$ cat config.mk
export PLATFORM = sky130hd
export DESIGN_NAME = circular_list_with_cursor
export DESIGN_NICKNAME = d
export VERILOG_FILES = /design/src/hw/rtl/cll_pkg.sv /design/src/hw/rtl/cll_ram.sv /design/src/hw/rtl/circular_list_with_cursor.sv
export SDC_FILE = /design/constraint.sdc
export NUM_CORES = 1
export LEC_CHECK = 0
export BUFFER_PORTS_ARGS = -buffer_cell sky130_fd_sc_hd__buf_2
export CAP_MARGIN = 30
export CORE_MARGIN = 5
export CORE_UTILIZATION = 55
export DETAILED_ROUTE_END_ITERATION = 7
export PLACE_DENSITY_LB_ADDON = 0.12
export SYNTH_ARGS = -nofsm -noshare
export SYNTH_HDL_FRONTEND = slang
export SYNTH_HIERARCHICAL = 1
export SYNTH_SLANG_ARGS = --single-unit
$ cat constraint.sdc
create_clock -name clk -period 4.8 [get_ports clk]
set_input_delay 0.48 -clock clk [delete_from_list [all_inputs] [get_ports clk]]
set_output_delay 0.48 -clock clk [all_outputs]
set_load 0.1 [all_outputs]
$ cat src/hw/rtl/cll_pkg.sv
// request and result types and codes for the circular list with cursor
`timescale 1ns / 1ps

package cll_pkg;

    typedef enum logic [1:0] {
        OP_ADD     = 2'd0,
        OP_REMOVE  = 2'd1,
        OP_ADVANCE = 2'd2,
        OP_QUERY   = 2'd3
    } op_t;

    localparam logic [1:0] STATUS_OK    = 2'd0;
    localparam logic [1:0] STATUS_FULL  = 2'd1;
    localparam logic [1:0] STATUS_EMPTY = 2'd2;

    typedef struct packed {
        op_t                op;
        logic signed [31:0] item_value;
    } req_t;

    typedef struct packed {
        logic signed [31:0] cursor_value;
        logic signed [31:0] following_value;
        logic               is_empty;
        logic        [4:0]  node_count;
        logic        [1:0]  status;
    } rsp_t;

endpackage

$ cat src/hw/rtl/cll_ram.sv
// generic single write port ram with registered read
`timescale 1ns / 1ps

module cll_ram #(
    parameter int WIDTH = 32,
    parameter int DEPTH = 16
) (
    input  logic                     clk,
    input  logic                     we,
    input  logic [$clog2(DEPTH)-1:0] waddr,
    input  logic [WIDTH-1:0]         wdata,
    input  logic                     re,
    input  logic [$clog2(DEPTH)-1:0] raddr,
    output logic [WIDTH-1:0]         rdata
);

    logic [WIDTH-1:0] mem [DEPTH];

    always_ff @(posedge clk)
    begin
        if (we)
        begin
            mem[waddr] <= wdata;
        end
        if (re)
        begin
            rdata <= mem[raddr];
        end
    end

endmodule

$ cat src/hw/rtl/circular_list_with_cursor.sv
// top level of the bounded circular linked list with cursor
`timescale 1ns / 1ps

// usage:
// a request (op, item_value) is taken at a clock edge with start high and busy low.
// each request gives exactly one result on result, marked by done for one cycle;
// the receiver cannot hold results off.
// done is set at the accepting edge itself for: query, refused ops, removing
// the only node, add to an empty list; add to a non-empty list goes through
// S_TAIL (second link write to the tail node); remove and advance go through
// S_LINK, then S_VAL (link read, then dependent value read).
// busy is high while in S_TAIL, S_LINK or S_VAL, so a new request may be given
// in the cycle done is shown; a request is not taken while an earlier one is
// in progress, since the link and value memories have a single write port
// and the value read depends on the link read.
// the lowest free node is picked by a priority encoder on the free map.
// reset empties the list and marks every node free; memory contents are not
// cleared, since only nodes in the ring are ever read.

module circular_list_with_cursor #(
    parameter int CAPACITY = 16
) (
    input  logic          clk,
    input  logic          rst_n,
    input  logic          start,
    output logic          busy,
    input  cll_pkg::req_t request,
    output logic          done,
    output cll_pkg::rsp_t result
);

    localparam int PTR_W = $clog2(CAPACITY);
    localparam int CNT_W = $clog2(CAPACITY + 1);

    typedef enum logic [3:0] {
        S_IDLE = 4'b0001,
        S_TAIL = 4'b0010,
        S_LINK = 4'b0100,
        S_VAL  = 4'b1000
    } state_t;

    state_t              state_reg, state_next;
    logic [PTR_W-1:0]    cursor_reg, cursor_next;
    logic [PTR_W-1:0]    tail_reg, tail_next;
    logic [PTR_W-1:0]    cur_next_reg, cur_next_next;
    logic [CNT_W-1:0]    count_reg, count_next;
    logic [CAPACITY-1:0] free_reg, free_next;
    logic                rm_reg, rm_next;
    logic                done_reg;
    logic signed [31:0]  cur_val_reg, cur_val_next;
    logic signed [31:0]  fol_val_reg, fol_val_next;
    cll_pkg::rsp_t       result_reg, result_next;

    logic                accept;
    logic                emit;
    logic [1:0]          status_v;
    logic                count_zero;
    logic                count_full;
    logic [PTR_W-1:0]    alloc;

    logic                link_we, link_re;
    logic [PTR_W-1:0]    link_waddr, link_wdata, link_raddr, link_rdata;
    logic                val_we, val_re;
    logic [PTR_W-1:0]    val_waddr, val_raddr;
    logic [31:0]         val_wdata, val_rdata;

    cll_ram #(
        .WIDTH (PTR_W),
        .DEPTH (CAPACITY)
    ) u_link_ram (
        .clk   (clk),
        .we    (link_we),
        .waddr (link_waddr),
        .wdata (link_wdata),
        .re    (link_re),
        .raddr (link_raddr),
        .rdata (link_rdata)
    );

    cll_ram #(
        .WIDTH (32),
        .DEPTH (CAPACITY)
    ) u_value_ram (
        .clk   (clk),
        .we    (val_we),
        .waddr (val_waddr),
        .wdata (val_wdata),
        .re    (val_re),
        .raddr (val_raddr),
        .rdata (val_rdata)
    );

    assign busy   = (state_reg != S_IDLE);
    assign accept = start && (state_reg == S_IDLE);
    assign done   = done_reg;
    assign result = result_reg;

    assign count_zero = (count_reg == '0);
    assign count_full = (count_reg == CNT_W'(CAPACITY));

    // lowest free node
    always_comb
    begin
        alloc = '0;
        for (int i = CAPACITY - 1; i >= 0; i--)
        begin
            if (free_reg[i])
            begin
                alloc = PTR_W'(i);
            end
        end
    end

    always_comb
    begin
        state_next    = state_reg;
        cursor_next   = cursor_reg;
        tail_next     = tail_reg;
        cur_next_next = cur_next_reg;
        count_next    = count_reg;
        free_next     = free_reg;
        rm_next       = rm_reg;
        cur_val_next  = cur_val_reg;
        fol_val_next  = fol_val_reg;
        status_v      = cll_pkg::STATUS_OK;
        emit          = 1'b0;
        link_we       = 1'b0;
        link_waddr    = cursor_reg;
        link_wdata    = cursor_reg;
        link_re       = 1'b0;
        link_raddr    = cur_next_reg;
        val_we        = 1'b0;
        val_waddr     = alloc;
        val_wdata     = request.item_value;
        val_re        = 1'b0;
        val_raddr     = link_rdata;

        unique case (state_reg)
            S_IDLE:
            begin
                if (accept)
                begin
                    unique case (request.op)
                        cll_pkg::OP_ADD:
                        begin
                            if (count_full)
                            begin
                                status_v = cll_pkg::STATUS_FULL;
                                emit     = 1'b1;
                            end
                            else
                            begin
                                val_we           = 1'b1;
                                link_we          = 1'b1;
                                link_waddr       = alloc;
                                link_wdata       = count_zero ? alloc : cursor_reg;
                                free_next[alloc] = 1'b0;
                                count_next       = count_reg + CNT_W'(1);
                                cursor_next      = alloc;
                                cur_val_next     = request.item_value;
                                if (count_zero)
                                begin
                                    tail_next     = alloc;
                                    cur_next_next = alloc;
                                    fol_val_next  = request.item_value;
                                    emit          = 1'b1;
                                end
                                else
                                begin
                                    cur_next_next = cursor_reg;
                                    fol_val_next  = cur_val_reg;
                                    state_next    = S_TAIL;
                                end
                            end
                        end
                        cll_pkg::OP_REMOVE:
                        begin
                            if (count_zero)
                            begin
                                status_v = cll_pkg::STATUS_EMPTY;
                                emit     = 1'b1;
                            end
                            else if (cur_next_reg == cursor_reg)
                            begin
                                free_next[cur_next_reg] = 1'b1;
                                count_next              = '0;
                                emit                    = 1'b1;
                            end
                            else
                            begin
                                free_next[cur_next_reg] = 1'b1;
                                count_next              = count_reg - CNT_W'(1);
                                if (cur_next_reg == tail_reg)
                                begin
                                    tail_next = cursor_reg;
                                end
                                link_re    = 1'b1;
                                rm_next    = 1'b1;
                                state_next = S_LINK;
                            end
                        end
                        cll_pkg::OP_ADVANCE:
                        begin
                            if (count_zero)
                            begin
                                status_v = cll_pkg::STATUS_EMPTY;
                                emit     = 1'b1;
                            end
                            else
                            begin
                                tail_next    = cursor_reg;
                                cursor_next  = cur_next_reg;
                                cur_val_next = fol_val_reg;
                                link_re      = 1'b1;
                                rm_next      = 1'b0;
                                state_next   = S_LINK;
                            end
                        end
                        cll_pkg::OP_QUERY:
                        begin
                            emit = 1'b1;
                        end
                        default:
                        begin
                            emit = 1'b1;
                        end
                    endcase
                end
            end
            S_TAIL:
            begin
                // tail now links to the new cursor
                link_we    = 1'b1;
                link_waddr = tail_reg;
                link_wdata = cursor_reg;
                emit       = 1'b1;
                state_next = S_IDLE;
            end
            S_LINK:
            begin
                cur_next_next = link_rdata;
                if (rm_reg)
                begin
                    link_we    = 1'b1;
                    link_waddr = cursor_reg;
                    link_wdata = link_rdata;
                end
                val_re     = 1'b1;
                state_next = S_VAL;
            end
            S_VAL:
            begin
                fol_val_next = val_rdata;
                emit         = 1'b1;
                state_next   = S_IDLE;
            end
            default:
            begin
                state_next = S_IDLE;
            end
        endcase
    end

    always_comb
    begin
        result_next.cursor_value    = (count_next == '0) ? '0 : cur_val_next;
        result_next.following_value = (count_next == '0) ? '0 : fol_val_next;
        result_next.is_empty        = (count_next == '0);
        result_next.node_count      = 5'(count_next);
        result_next.status          = status_v;
    end

    always_ff @(posedge clk or negedge rst_n)
    begin
        if (!rst_n)
        begin
            state_reg  <= S_IDLE;
            cursor_reg <= '0;
            tail_reg   <= '0;
            count_reg  <= '0;
            free_reg   <= '1;
            rm_reg     <= 1'b0;
            done_reg   <= 1'b0;
        end
        else
        begin
            state_reg  <= state_next;
            cursor_reg <= cursor_next;
            tail_reg   <= tail_next;
            count_reg  <= count_next;
            free_reg   <= free_next;
            rm_reg     <= rm_next;
            done_reg   <= emit;
        end
    end

    always_ff @(posedge clk)
    begin
        cur_next_reg <= cur_next_next;
        cur_val_reg  <= cur_val_next;
        fol_val_reg  <= fol_val_next;
        if (emit)
        begin
            result_reg <= result_next;
        end
    end

    // every node is either in the ring or free
    assert property (@(posedge clk) disable iff (!rst_n)
        1'b1 |-> ($countones(free_reg) + int'(count_reg) == CAPACITY))
        else $error("free map and node count disagree");

    assert property (@(posedge clk) disable iff (!rst_n)
        1'b1 |-> (count_reg <= CNT_W'(CAPACITY)))
        else $error("node count above capacity");

    // an accepted request reports next cycle or is still in progress
    assert property (@(posedge clk) disable iff (!rst_n)
        (start && !busy) |=> (done || busy))
        else $error("request dropped");

    assert property (@(posedge clk) disable iff (!rst_n)
        done |-> (result.is_empty == (count_reg == '0)))
        else $error("empty flag disagrees with node count");

    assert property (@(posedge clk) disable iff (!rst_n)
        (state_reg == S_LINK || state_reg == S_TAIL) |-> (count_reg != '0))
        else $error("list walk on an empty list");

endmodule

# [Word level (Yosys, flattened, before mapping)]
# Memories as Yosys holds them, arrays and structs flattened. A register that Yosys moved wholly into a read port is not among the register bits.
# Index checks and enable logic that the tools add are counted.
[totals] wordCells=173 inputBits=37 output_inout_bits=74 mem_count=2 mem_bits_rw=576 regBits=175
[memory_table] memory="u_value_ram.mem" depth=16 width=32 rd=1 rd_ports_with_merged_regs=1 wr=1 line="cll_ram.sv:17" source="logic [WIDTH-1:0] mem [DEPTH];"
[memory_table] memory="u_link_ram.mem" depth=16 width=4 rd=1 rd_ports_with_merged_regs=1 wr=1 line="cll_ram.sv:17"
[classes] muxes=101 order_cmp=4 n_bitwise=3 n_eq_ne=26 addsub=2 n_reduce_logical=20
[ops] cell="32-bit 2-to-1 mux" n=8
[ops] cell="4-bit 2-to-1 mux" n=40
[ops] cell="32-bit case mux with 2 select lines" n=2
[ops] cell="4-bit case mux with 2 select lines" n=5
[ops] cell="16-bit 2-to-1 mux" n=2
[ops] cell="16-bit case mux with 2 select lines" n=1
[ops] cell="1-bit 2-to-1 mux" n=26
[ops] cell="5-bit 2-to-1 mux" n=5
[ops] cell="4-bit case mux with 3 select lines" n=2
[ops] cell="16-bit AND" n=1
[ops] cell="2-bit != test, second input constant" n=8
[ops] cell="16-bit inverter" n=1
[ops] cell="16-bit bitwise OR" n=1
[ops] cell="3-bit != test, second input constant" n=5
[ops] cell="5-bit zero test" n=2
[ops] cell="4-bit by 5-bit < comparator with 1-bit output, second input constant" n=2
[ops] cell="5-bit case mux with 2 select lines" n=1
[ops] cell="9-bit AND reduction" n=1
[ops] cell="1-bit demux with 4-bit select" n=2
[ops] cell="4-bit == test" n=2
[ops] cell="4-bit by 1-bit greater-or-equal comparator with 1-bit output, second input constant" n=2
[ops] cell="4-bit by 1-bit != test with 1-bit output, second input constant" n=2
[ops] cell="4-bit AND reduction" n=2
[ops] cell="2-bit nonzero test" n=4
[ops] cell="other kinds (23)" n=29

# [Logic depth before layout (Yosys ltp)]
[logic_depth] ltp_word=24 ltp_mapped=13 mapped_depth_nobuf=11

# [Modules after synthesis]
# The synthesis kept the hierarchy.
[modules_own_cells] mod="cll_ram at u_value_ram" cells_each=838 instances=1 seq_area_each_um2=16335.7 area_per_inst_um2=20155.6
[modules_own_cells] mod="circular_list_with_cursor" cells_each=934 instances=1 seq_area_each_um2=4460.5 area_per_inst_um2=8649.5
[modules_own_cells] mod="cll_ram at u_link_ram" cells_each=130 instances=1 seq_area_each_um2=2042.0 area_per_inst_um2=2706.3

# [Worst setup path after synthesis]
# Ideal clock, no wire load.
[synth_path] path_kind="register to register" start="register count_reg[0]" end="memory u_value_ram.mem[0][0] (enable)" setup_time_ns=0.461 path_buffers=2 path_stages_with_launch=11 t_required_ns=4.339 synth_period_minus_slack_ns=5.247 arrival_time_ns=4.786 setup_slack_ns=-0.447 path_cell_list="dfrtp_1 clkbuf_1 inv_1 ha_1 nor3b_2 a21boi_1 nand2_1 clkbuf_1 inv_2 or3b_2 nor3_1"
[synth_via] elab_chain_len=7
[synth_rtl] item="from (decl)" line="circular_list_with_cursor.sv:46" source="logic [CNT_W-1:0] count_reg, count_next;"
[synth_rtl] item="from (signal assigned)" line="circular_list_with_cursor.sv:290" source="count_reg <= count_next;"
[synth_rtl] item="5-bit == test" line="circular_list_with_cursor.sv:99" source="assign count_full = (count_reg == CNT_W'(CAPACITY));"
[synth_rtl] item="1-bit 2-to-1 mux" line="circular_list_with_cursor.sv:146" source="if (count_full)"
[synth_rtl] item="1-bit 2-to-1 mux" line="circular_list_with_cursor.sv:143" source="unique case (request.op)"
[synth_rtl] item="1-bit 2-to-1 mux" line="circular_list_with_cursor.sv:141" source="if (accept)"
[synth_rtl] item="1-bit 2-to-1 mux" line="circular_list_with_cursor.sv:138" source="unique case (state_reg)"
[synth_rtl] item="net val_we" line="circular_list_with_cursor.sv:63" source="logic val_we, val_re;"
[synth_rtl] item="1-bit 2-to-1 mux" line="cll_ram.sv:21" source="if (we)"
[synth_rtl] item="1-bit 2-to-1 mux (not written as such)" line="cll_ram.sv:23" source="mem[waddr] <= wdata;"
[synth_rtl] item="to (decl)" line="cll_ram.sv:17"
# The timed path passes the listed nets, and every way through them passes these cells.

# [Worst setup path in the final report]
[layout_path] start="register state_reg[0]" end="register result_reg (netlist bit result[49]), data pin"
[layout_via] elab_chain_len=5 elab_cells_between_ends=7 classes_between="1 x eq/ne; 4 x mux; 2 x reduce/logical"
[layout_rtl] item="from (decl)" line="circular_list_with_cursor.sv:42" source="state_t state_reg, state_next;"
[layout_rtl] item="from (signal assigned)" line="circular_list_with_cursor.sv:287" source="state_reg <= state_next;"
[layout_rtl] item="4-bit by 1-bit == test with 1-bit output *" line="circular_list_with_cursor.sv:94, circular_list_with_cursor.sv:138"
[layout_rtl] item="1-bit logical AND" line="circular_list_with_cursor.sv:94" source="assign accept = start && (state_reg == S_IDLE);"
[layout_rtl] item="5-bit 2-to-1 mux" line="circular_list_with_cursor.sv:141"
[layout_rtl] item="5-bit 2-to-1 mux" line="circular_list_with_cursor.sv:138"
[layout_rtl] item="5-bit zero test" line="circular_list_with_cursor.sv:266" source="result_next.cursor_value = (count_next == '0) ? '0 : cur_val_next;"
[layout_rtl] item="to (signal assigned)" line="circular_list_with_cursor.sv:304" source="result_reg <= result_next;"
[layout_rtl] item="to (decl)" line="circular_list_with_cursor.sv:52" source="cll_pkg::rsp_t result_reg, result_next;"
# Every way passes the cells marked *; elsewhere a longest branch is shown, timed or not.
# A chain may end at the register's enable or synchronous reset.

==> run metrics <==
outcome=finished clean; post-CTS setup buffers=0; drt pass-1 iters=6; number of global-route vias before repair=17900; I/O pins=111; final-report setup violation count=0; CP max-delay cell=and4_4; RSZ-0062 raised after global routing=false; FF-to-FF setup slack=0.98 ns; Comb pwr share=0.247; R2R Path End=result[49]; CP Class=reg2reg; row cnt=87; Max Slew Vio Count=0; sequential cell area fraction in the yosys report=0.725; flops & latches, synth=787; Avg WL per Cell=27.3 µm; switching share of power=0.333; Int Pwr=13.2 mW; die area=62200 µm²; CTS buffer count=79; Mapped Nets=1945; sequential power share=0.453; DIE HEIGHT=249 µm; FF-to-FF path depth=7; Leakage=12.2 nW; final std cells w/o fill=2851; # clock sinks=787; Net Switching=6.59 mW; fin nets=2074; HP Class=in2reg; part of the cycle the worst path needs=0.795; Root Driver=clkbuf_16; achievable frequency=262 MHz; Synth-to-Final Area Change=13.6%; TNS Setup=0 ns; Post-Place Cells=2705; Max Cap Viol=0; Detailed Place HPWL=46400 µm; initial antenna violation count=5; Clock Latency Late Sink=0.63 ns; crit start category=flip-flop; hold depth=1; pin count of the biggest net entering global routing=129; crit path capture type=flip-flop; Clk pwr share=0.301; GR Util All Layers=0.250; sink of the worst hold path=u_value_ram/mem[10][6]; vias per std cell=6.34; CTS max path bufs=3; arrival time at the worst endpoint=4.15 ns; EDFF count, synth=688; gp weighted congestion=0.855; remaining global-route overflow=0; synth unique cells=70; Residual DRC=0; dominant synthesized flop cell=edfxtp_1; WP data required=5.13 ns; CP Cell Sequence=nor4b_4, inv_2, nor2_2, o221a_2, nor3b_1, and4_4, nor2_1; DRT antenna net count=0; Avg Synthesized Cell Area=16.6 µm²; worst r2r src=state_reg[0]; Hold Path Origin=request[6]; Iteration-0 DRC Markers=1856; port bufs=110; first-pass GRT wire length=117000 µm; Core Area=56600 µm²; starting density of the core=0.557; worst slew margin relative to its limit=0.284; via count=18100; number of flip-flops in the largest register=512; htree depth=3; total routed wirelength=77800 µm; die width=249 µm; Critical Path Max Stage Delay=0.86 ns; layout cells sized above 1=0.226; Final Hold Viols=0; Worst IR Drop VDD=0.000436 V; TritonCTS clock tree=yes; CTS clock-pin slew for the worst setup and hold paths=0.06 ns; Syn Std Cell Area=31500 µm²; Slew @ Worst Pin=1.07 ns; Yosys warning count=6; clk_skew=0.0147 ns; Max FO, Critical Path=65; Final min period=3.82 ns; FFs w/ async S/R, synth=0.0445; Synth Instances=1902; pwr dens=553 nW/µm²
==> cells in the mapped netlist (all sizes together), types with 6 or more instances <==
master / count / area share
buf: 47 / 0.0096
nand2: 92 / 0.011
ha: 6 / 0.0024
dfxtp: 64 / 0.041
nor2b: 24 / 0.0048
xnor2: 7 / 0.0019
a31oi: 9 / 0.0018
or3: 12 / 0.0024
a211oi: 9 / 0.0021
mux2i: 6 / 0.0019
inv: 58 / 0.0069
a21oi: 80 / 0.013
edfxtp: 688 / 0.66
o22ai: 12 / 0.0024
o21ai: 53 / 0.0084
a221oi: 13 / 0.0036
nor3: 45 / 0.0073
dfstp: 17 / 0.014
nand2b: 9 / 0.0018
a22oi: 110 / 0.026
nor2: 181 / 0.022
mux2: 8 / 0.0029
and2: 8 / 0.0016
nand3b: 6 / 0.0014
nor4b: 6 / 0.0023
nand3: 13 / 0.0021
a221o: 12 / 0.0038
dfrtp: 18 / 0.014
mux4: 144 / 0.10
clkbuf: 69 / 0.0082
o21a: 26 / 0.0062
==> routing by layer <==
layer | track usage | part of all wire | up-vias
li1 | - | - | 7755
met1 | 0.379 | 0.43 | 9321
met2 | 0.377 | 0.46 | 864
met3 | 0.0535 | 0.088 | 132
met4 | 0.0684 | 0.026 | 2
met5 | 0 | 0.000090 | -
==> cells in the final DEF (no fill, tap or decap), types with 40 or more instances in the layout <==
cell,instances
nand2_1,92
o21ai_0,51
nor3_1,40
clkbuf_16,80
buf_2,110
edfxtp_1,688
a21oi_1,75
nor2_1,167
inv_1,56
mux4_2,130
a22oi_1,110
dfxtp_1,64
==> power groups by stage <==
| stage | registers, mW | clock network [mW] | logic [mW] |
|---|---|---|---|
| final | 8.95 | 5.95 | 4.88 |
| after global routing | 9.02 | 6.36 | 5.23 |
| after CTS | 8.95 | 6.06 | 4.88 |
| after detailed placement | 9.08 | 0 | 4.86 |
| after global placement | 9.06 | 0 | 4.78 |
| after floorplan | 10.0 | 0 | 2.41 |
==> metrics by stage <==
| step | area [µm²] | util | power (mW) | hold slack (ns) | setup slack, ns |
|---|---|---|---|---|---|
| floorplan | 31500 | - | 12.4 | 0.184 | 0.425 |
| CTS | 35800 | 0.632 | 19.9 | 0.242 | 1.02 |
| global route | 35800 | 0.632 | 20.6 | 0.260 | 0.850 |
| finish | 35800 | 0.632 | 19.8 | 0.274 | 0.982 |
| detailed placement | 33300 | 0.588 | 13.9 | 0.460 | 1.05 |
| global placement | 33200 | 0.587 | 13.8 | 0.451 | 1.08 |
==> area by class of cell <==
cell class                 instances  area [µm²]
tap                              756         946
antenna                            2        5.00
multi-input combinational        941        8120
inverter                          58         218
fill                            4070       20800
sequential                       787       22800
clock inverter                    39         392
clock buffer                     104        2110
timing repair buffer             164        1160
==> what timing repair did <==
action | CTS | global route
resized for setup | 0 | 0
hold buffers | 1 | 0
hold endpoints to repair | 18 | 0
==> critical path: cells and delay by family (launching register included) <==
kind | cells | cell delay, ns
compound gates | 1 | 0.22
buf+inv | 1 | 0.48
flops | 1 | 0.61
simple gates | 5 | 2.18
==> cell families (layout without fill, tap and decap cells) <==
| kind of cell | after synthesis | after routing | synth area share |
|---|---|---|---|
| compound gates | 347 | 347 | 0.0739 |
| other cells | 0 | 2 | 0 |
| buf+inv | 174 | 365 | 0.0247 |
| flops | 787 | 787 | 0.725 |
| simple gates | 418 | 418 | 0.0615 |
| fa+ha+maj | 6 | 6 | 0.00238 |
| mux | 158 | 158 | 0.109 |
| xor+xnor | 12 | 12 | 0.00334 |
==> how the worst max path moves through the flow <==
stage	start	cells after the start	slack, ns	to
finish	state_reg[0]	7	0.98	result[49]
global placement	state_reg[0]	7	1.08	result[17]
CTS	state_reg[0]	7	1.02	result[16]
global route	state_reg[0]	7	0.85	result[16]
detailed placement	state_reg[0]	7	1.05	result[49]
floorplan	count_reg[0]	10	0.42	u_value_ram/mem[1][0]
(Power assumes the default switching activity.)
